===== config.mk =====
export PLATFORM = sky130hd
export DESIGN_NAME = sgdfr_ram
export DESIGN_NICKNAME = d
export VERILOG_FILES = /design/src/rtl/core/sgdfr_ram.sv
export SDC_FILE = /design/constraint.sdc
export NUM_CORES = 1
export LEC_CHECK = 0
export ABC_AREA = 1
export BUFFER_PORTS_ARGS = -buffer_cell sky130_fd_sc_hd__buf_2
export CAP_MARGIN = 20
export CORE_MARGIN = 10
export CORE_UTILIZATION = 60
export DETAILED_ROUTE_END_ITERATION = 10
export HOLD_SLACK_MARGIN = 0.05
export PLACE_DENSITY_LB_ADDON = 0.3
export SLEW_MARGIN = 30
export SYNTH_ARGS = -nofsm -noshare
export SYNTH_HDL_FRONTEND = slang
export SYNTH_SLANG_ARGS = --single-unit

===== constraint.sdc =====
create_clock -name i_clk -period 2.18 [get_ports i_clk]
set_clock_uncertainty 0.15 [all_clocks]
set_input_delay 0.109 -clock i_clk [delete_from_list [all_inputs] [get_ports i_clk]]
set_output_delay 0.109 -clock i_clk [all_outputs]
set_load 0.03 [all_outputs]

===== src/rtl/core/sgdfr_ram.sv =====
// Generic single-port-write, single-port-read RAM with registered read data.
// No dependencies.
module sgdfr_ram #(
    parameter int WIDTH = 8,
    parameter int DEPTH = 64
) (
    input  logic                     i_clk,
    input  logic                     i_we,
    input  logic [$clog2(DEPTH)-1:0] i_waddr,
    input  logic [WIDTH-1:0]         i_wdata,
    input  logic [$clog2(DEPTH)-1:0] i_raddr,
    output logic [WIDTH-1:0]         o_rdata
);

    logic [WIDTH-1:0] r_mem [DEPTH];
    logic [WIDTH-1:0] r_rdata;

    always_ff @(posedge i_clk) begin
        if (i_we) begin
            r_mem[i_waddr] <= i_wdata;
        end
        r_rdata <= r_mem[i_raddr];
    end

    assign o_rdata = r_rdata;

endmodule


# After elaboration in Yosys (flattened, before gate mapping)
# Memory sizes are Yosys's and may differ from the RTL's. A register that Yosys moved wholly into a read port is not among the register bits.
# Cells that the tools add are included.
[totals]
regBits = 0
ramBits = 512
in_bits = 22
wordCells = 3
memories = 1
[mem_list]
columns = ["name", "depth", "width", "read_ports", "rd_clocked_by_memory_dff", "wr", "line_no", "source"]
rows = [
  ["r_mem", 64, 8, 1, 1, 1, "15", "logic [WIDTH-1:0] r_mem [DEPTH];"],
]
[classes]
n_mux = 2
[ops]
columns = ["cell", "count"]
rows = [
  ["$mux W1", 2],
]

# Logic depth before layout (Yosys ltp)
# Gate-level depths: netlist of run 1.
[depth]
depth_word = 2
depth_mapped = 12
depth_no_buf = 9

# Worst setup path after synthesis of run 1
# OpenSTA, ideal clock, no wires.
[synth_path]
kind = "input to register"
start = "in i_we"
end = "mem r_mem[48][0], enable pin"
setup_ns = 0.395
arrival_ns = 1.480
required_time_ns = 1.635
setup_slack_ns = 0.155
cell_stages = 3
cell_sequence = "clkbuf_1 -> nand4_1 -> nor4_1"
[synth_between]
elab_chain_cells = 2
[synth_lines]
columns = ["item", "line_no", "source"]
rows = [
  ["from (decl)", "8", "input logic i_we,"],
  ["$mux W1", "19", "if (i_we) begin"],
  ["$mux W1 (not written as such)", "20", "r_mem[i_waddr] <= i_wdata;"],
  ["to (decl)", "15", ""],
]
# No other way between the ends.

# Final worst setup path of run 1
[layout_path]
start = "in i_we"
end = "mem r_mem[52][6], enable pin"
# The elaborated chain is that of the path after synthesis.

==> parameters.txt, run 1 <==
Parameter                              Value

Outcome
  Result of the run    complete, no violations

CTS
  CTS buffer count    50
  Clock transition at the register clock pins on the worst setup and hold paths after CTS    0.06 ns
  Buffer depth of the longest clock path    3
  # H-tree levels    2
  Total of cells resized after clock tree synthesis    0
  CTS tree    built
  Clock tree root driver cell    clkbuf_16
  Clock Sinks    520
  Worst-Skew Late Latency    0.57 ns

Setup path
  Reg2reg setup slack    0.25 ns
  R2R cell count    9
  Startpoint type of the worst setup path    input port
  Critical Path Start    i_we
  Required arrival time at the worst endpoint    2.31 ns
  Arrival time at the worst endpoint    2.11 ns
  Highest net fanout along the worst path    9
  Type of destination of the critical path    flop
  Critical register-to-register path startpoint    r_mem[48][2]$_DFFE_PP_
  Crit Path Class    in2reg

Timing
  Final worst slack    0.195 ns
  Relative slew slack    0.446
  Hold Slack    0.130 ns
  Count of final hold-check violations    0
  Final cycle utilization of the critical path    0.910
  Setup repair after global routing missed its margin    false
  Slew at the pin closest to its max-slew limit    0.831 ns
  Final-layout setup total negative slack    0 ns
  Fin crit period    1.98 ns
  Final Slew Violations    0
  Setup-violating endpoint count in the final report    0
  Highest attainable clock frequency    504 MHz

Pwr
  Total Power Consumption    20.7 mW
  Power per Cell Area    866 nW/um^2
  P_leak    8.80 nW
  Peak supply drop    0.000700 V

Cells and area
  Post-synthesis to final-layout area growth    12.3%
  Final instance count without filler cells    2394
  Leading cell type in the layout, fill and taps excluded    nand2_1
  Final Util    0.679
  Fraction of final layout cells with drive strength greater than 1    0.106
  Number of nets in the layout    1913
  Highest-count cells in the layout ignoring fill and taps    nand2_1 (648), edfxtp_1 (512), nand3_1 (439)
  Antenna diodes    0
  Design Area, Final    24000 um^2

Global routing
  Largest net degree at the start of global routing    91
  Total global-route track usage    0.235
  Via count of the first global-routing pass    14216
  Overflow left after global routing    0
  Number of antenna violations at the first check in global routing    0
  First-pass GRT wire length    80600 um

Synth
  Syn avg cell area    11.8 um^2
  Syn_nets    1827
  Main area contributors after synthesis    edfxtp_1 (72%), nand2_1 (11%), nand3_1 (10%)
  Netlist area before placement    21300 um^2
  Cell type with the highest aggregate area in the netlist    edfxtp_1
  Portion of the post-synthesis area used by sequential elements    0.728
  Area share of the largest cell type after synthesis    0.720
  Number of instances in the synthesized netlist    1805
  Flip-flop and latch count after synthesis    520
  Number of distinct library cells after synthesis    16
  Number of warnings reported in the yosys synthesis log    0

Placed design
  # port buffers    29
  Dpl hpwl    30200 um
  Instance count after placement with tap cells included    2285
  Pre-CTS setup slack    0.247 ns
  Routability congestion estimate from global placement    0.873
  Placed inst area    22300 um^2

Die
  Core Footprint    35300 um^2
  Starting Density    0.604
  Top-Level Pins    30
  Die W    209 um
  Floorplan die height    209 um
  Area enclosed by the die boundary    43500 um^2
  Row count    69

Detailed routing
  Final antenna-violating net count    0
  DRT Pass-1 Iters    6
  Routed length per placed instance    21.9 um
  Detailed-route via count    14374
  Count of unresolved DRC violations after routing    0
  Via-to-Cell Ratio    6.00
  Detailed router's first-iteration violation count    1876
  Final routed wirelength across all metal layers    52300 um

Hold path
  Launch point of the worst hold path    i_wdata[2]
  Hold Path Class    in2reg
  Worst Hold Depth    2

Job
  Number of maximum-capacitance violations    0
==> registers in the layout, indices dropped and copies added, names as in the netlist <==
name     count
r_mem      512
o_rdata      8
==> cell families after synthesis <==
logic type	share of synthesized area
buf+inv	0.0402
simple gates	0.232
flops	0.728
==> repair_timing <==
| action | CTS | global route |
|---|---|---|
| setup endpoints to repair | 0 | 8 |
| buffers inserted | 0 | 1 |
| hold buffers | 14 | 0 |
| hold endpoints to repair | 260 | 0 |
==> power breakdown <==
part | total (mW) | internal, mW | switching (mW)
Sequential | 11.1 | 11.1 | 0.0325
Combinational | 1.37 | 0.371 | 0.999
Clock | 8.28 | 4.68 | 3.60
Total | 20.7 | 16.1 | 4.63
==> final cells by class <==
cell class | count | area [um^2]
sequential | 520 | 15500
multi-input combinational | 1160 | 4950
tap | 461 | 577
fill | 2467 | 11300
timing repair buffer | 147 | 1290
clock inverter | 26 | 223
clock buffer | 68 | 1340
inverter | 12 | 52.6
==> per-layer routing <==
metal | vias to the layer above | part of all wire | GRT usage
met5 | - | 0 | 0
met4 | 0 | 0.039 | 0.0965
met3 | 131 | 0.098 | 0.0425
met2 | 800 | 0.48 | 0.380
met1 | 6929 | 0.38 | 0.309
li1 | 6514 | - | -
==> synth_stat cells (all sizes together) <==
master    n
inv      12
nor2     56
clkbuf   15
buf      98
nor4      8
nand3   439
edfxtp  512
nand2   648
nand4     9
dfxtp     8
==> final timing paths <==
check                                               to
worst min register to register      o_rdata[4]$_DFF_P_
worst min-delay path            r_mem[48][2]$_DFFE_PP_
worst max-delay path            r_mem[52][6]$_DFFE_PP_
worst max register to register      o_rdata[2]$_DFF_P_
==> critical path, cell delays in order <==
cell and delay, ns:
dlygate4sd3_1 0.55, buf_2 0.21, nand4_1 0.22, nor4_1 0.24
dlygate4sd3_1 0.60, buf_4 0.18
Note: power is estimated with default switching activity, not from simulation.
==> inputs of run 2 (changes only) <==
--- a/config.mk
+++ b/config.mk
@@ -9,10 +9,11 @@
 export BUFFER_PORTS_ARGS = -buffer_cell sky130_fd_sc_hd__buf_2
 export CAP_MARGIN = 20
 export CORE_MARGIN = 10
-export CORE_UTILIZATION = 60
+export CORE_UTILIZATION = 45
 export DETAILED_ROUTE_END_ITERATION = 10
 export HOLD_SLACK_MARGIN = 0.05
 export PLACE_DENSITY_LB_ADDON = 0.3
+export REMOVE_ABC_BUFFERS = 1
 export SLEW_MARGIN = 30
 export SYNTH_ARGS = -nofsm -noshare
 export SYNTH_HDL_FRONTEND = slang
==> run 2 against run 1 <==
Hold slack got worse by 0.031 ns; wire length up 2.6%; sequential share of layout area is 1.2 points lower; first-iteration DRC count shrank 5.3%; via count decreased by 1.4%; sequential power hardly changed; fmax shrank 5.1%; die area up 30%; total power increased by 2.2%; highest routed layer is now met5.
==> parameters.txt, run 2 (same netlist as run 1, synthesis figures left out) <==
Parameter                              Value

Outcome
  Result of the run    complete, no violations

Setup path
  Cell with the largest stage delay on the worst path    dlygate4sd3_1
  Longest individual stage delay on the worst path    0.58 ns (-0.02 ns)
  Buf+Inv Stages, Crit Path    4 (unchanged)
  R2R cell count    9 (unchanged)
  Startpoint type of the worst setup path    input port
  Worst path top cell family by delay    buffers and inverters
  Required arrival time at the worst endpoint    2.51 ns (+0.20 ns)
  Highest net fanout along the worst path    17 (+8)
  Type of destination of the critical path    flop
  Arrival time at the worst endpoint    2.42 ns (+0.31 ns)
  Stages on the worst setup path    7 (+1)
  Chain of cells forming the critical path    dlygate4sd3_1, buf_2, inv_1, nand3_1, nand3_1, nand2_1, dlygate4sd3_1
  Crit Path Class    in2reg

Cells and area
  Flip-flop count of the largest register after layout    512 (unchanged)
  Number of fillers in the final layout    3918 (+59%)
  Fraction of final layout cells with drive strength greater than 1    0.114 (+0.00836)
  Number of nets in the layout    1929 (+0.84%)
  Post-synthesis to final-layout area growth    14.4%
  Final instance count without filler cells    2556 (+6.8%)
  Largest Register    r_mem
  Antenna diodes    0 (unchanged)
  Highest-count cells in the layout ignoring fill and taps    nand2_1 (648), edfxtp_1 (512), nand3_1 (439)
  Leading cell type in the layout, fill and taps excluded    nand2_1

Detailed routing
  Detailed-route via count    14172 (-1.4%)
  Routed length per placed instance    21.0 um (-3.9%)
  Detailed router's first-iteration violation count    1777 (-5.3%)
  Count of unresolved DRC violations after routing    0 (unchanged)
  Final routed wirelength across all metal layers    53700 um (+2.6%)
  Final antenna-violating net count    0 (unchanged)
  DRT Pass-1 Iters    7 (+1)
  Via-to-Cell Ratio    5.54 (-7.7%)

Placed design
  Instance count after placement with tap cells included    2442 (+6.9%)
  Dpl hpwl    31500 um (+4.6%)
  Pre-CTS setup slack    0.205 ns (-0.0417 ns)
  # port buffers    29 (unchanged)
  Routability congestion estimate from global placement    0.895 (+2.4%)

Global routing
  Largest net degree at the start of global routing    82 (-9.9%)
  Overflow left after global routing    0 (unchanged)
  Number of antenna violations at the first check in global routing    2 (+2)
  Met1 routing resource usage after global routing    0.255 (-0.0548)
  First-pass GRT wire length    81300 um (+0.92%)
  Layer with the highest usage after global routing    met2
  Met3 layer usage reported by global route    0.0363 (-0.00617)
  Via count of the first global-routing pass    13504 (-5.0%)
  Global routing usage on met2    0.294 (-0.0865)
  Total global-route track usage    0.187 (-0.0477)

Pwr
  Proportion of power drawn by the clock network    0.409 (+0.010)
  Sw frac    0.223 (about the same)
  Sequential cell fraction of total power    0.524 (-0.011)
  Power per Cell Area    869 nW/um^2 (+0.33%)
  Internal Pwr Total    16.5 mW (+2.2%)
  Total Power Consumption    21.2 mW (+2.2%)
  Peak supply drop    0.000502 V (-28%)
  Combinational fraction of design power    0.067 (about the same)
  P_leak    8.95 nW (+1.6%)
  Total net switching power    4.73 mW (+2.2%)

Die
  Die W    238 um (+14%)
  Starting Density    0.456 (-0.148)
  Row count    79 (+14%)
  Core Footprint    46800 um^2 (+32%)
  Top-Level Pins    30 (unchanged)
  Area enclosed by the die boundary    56500 um^2 (+30%)
  Floorplan die height    238 um (+14%)

Timing
  Relative slew slack    0.454 (+0.00811)
  Fin crit period    2.09 ns (+0.107 ns)
  Final worst slack    0.0884 ns (-0.107 ns)
  Setup-violating endpoint count in the final report    0 (unchanged)
  Count of final hold-check violations    0 (unchanged)
  Final cycle utilization of the critical path    0.959 (+0.0491)
  Final Slew Violations    0 (unchanged)
  Highest attainable clock frequency    478 MHz (-5.1%)
  Setup repair after global routing missed its margin    false
  Slew at the pin closest to its max-slew limit    0.819 ns (-0.0122 ns)

Job
  Number of maximum-capacitance violations    0 (unchanged)

CTS
  Total of cells resized after clock tree synthesis    0 (unchanged)
  Clock tree root driver cell    clkbuf_16
  Clock transition at the register clock pins on the worst setup and hold paths after CTS    0.06 ns (about the same)
  Buffer depth of the longest clock path    3 (unchanged)
  CTS tree    built
  Clock Sinks    520 (unchanged)
  Worst-Skew Late Latency    0.60 ns (+0.03 ns)
  # H-tree levels    2 (unchanged)
  CTS buffer count    52 (+4.0%)

Hold path
  Worst Hold Depth    3 (+1)
  Hold Path Class    in2reg
run 2: repair_timing:
item / in CTS / in global routing
endpoints found under the setup margin: 0 / 0
endpoints found under the hold margin: 392 / 0
hold buffers: 18 / 0
buffers inserted: 0 / 0
run 2: stage by stage:
stage                     cell area, um^2  hold WS, ns  TNS (ns)  utilization
after floorplan                     20500       0.0579     -4.70            -
after global placement              22600        0.355         0        0.483
after detailed placement            22600        0.365         0        0.483
after global routing                24400        0.132         0        0.522
final                               24400       0.0986         0        0.522
after CTS                           24400       0.0664         0        0.522
run 2: worst paths after layout:
check                              start                      to  slack [ns]
setup / recovery              i_raddr[4]      o_rdata[3]$_DFF_P_        0.09
hold / removal                i_waddr[5]  r_mem[61][0]$_DFFE_PP_         0.1
hold reg to reg   r_mem[20][2]$_DFFE_PP_      o_rdata[2]$_DFF_P_        0.67
setup reg to reg  r_mem[46][3]$_DFFE_PP_      o_rdata[3]$_DFF_P_        0.20
run 2: per-layer routing:
metal	routed length [um]	vias up
met5	31	-
met4	1710	4
met3	4430	112
met2	25100	631
met1	22400	6877
li1	-	6548
run 2: worst register-to-register path: cells and delay by family (launching register included):
kind | cells | cell delay (ns)
buffers and inverters | 1 | 0.54
flip-flops | 1 | 0.37
AND/OR/NAND/NOR | 8 | 0.78
run 2: cell type report:
class                           count  area (um^2)  share of cell area
Inverter                           12         52.6             0.00215
Clock inverter                     26          205             0.00841
Timing Repair Buffer              161         1470              0.0600
Multi-Input combinational cell   1160         4950               0.203
Clock buffer                       70         1450              0.0594
Tap cell                          607          759              0.0311
Sequential cell                   520        15500               0.636
run 2: power by group through the flow:
stage	Sequential, mW	Clock, mW	Combinational [mW]
floorplan	11.3	0	0.559
global placement	11.3	0	1.37
detailed placement	11.3	0	1.38
CTS	11.1	8.82	1.42
global route	11.1	9.24	1.54
finish	11.1	8.68	1.42
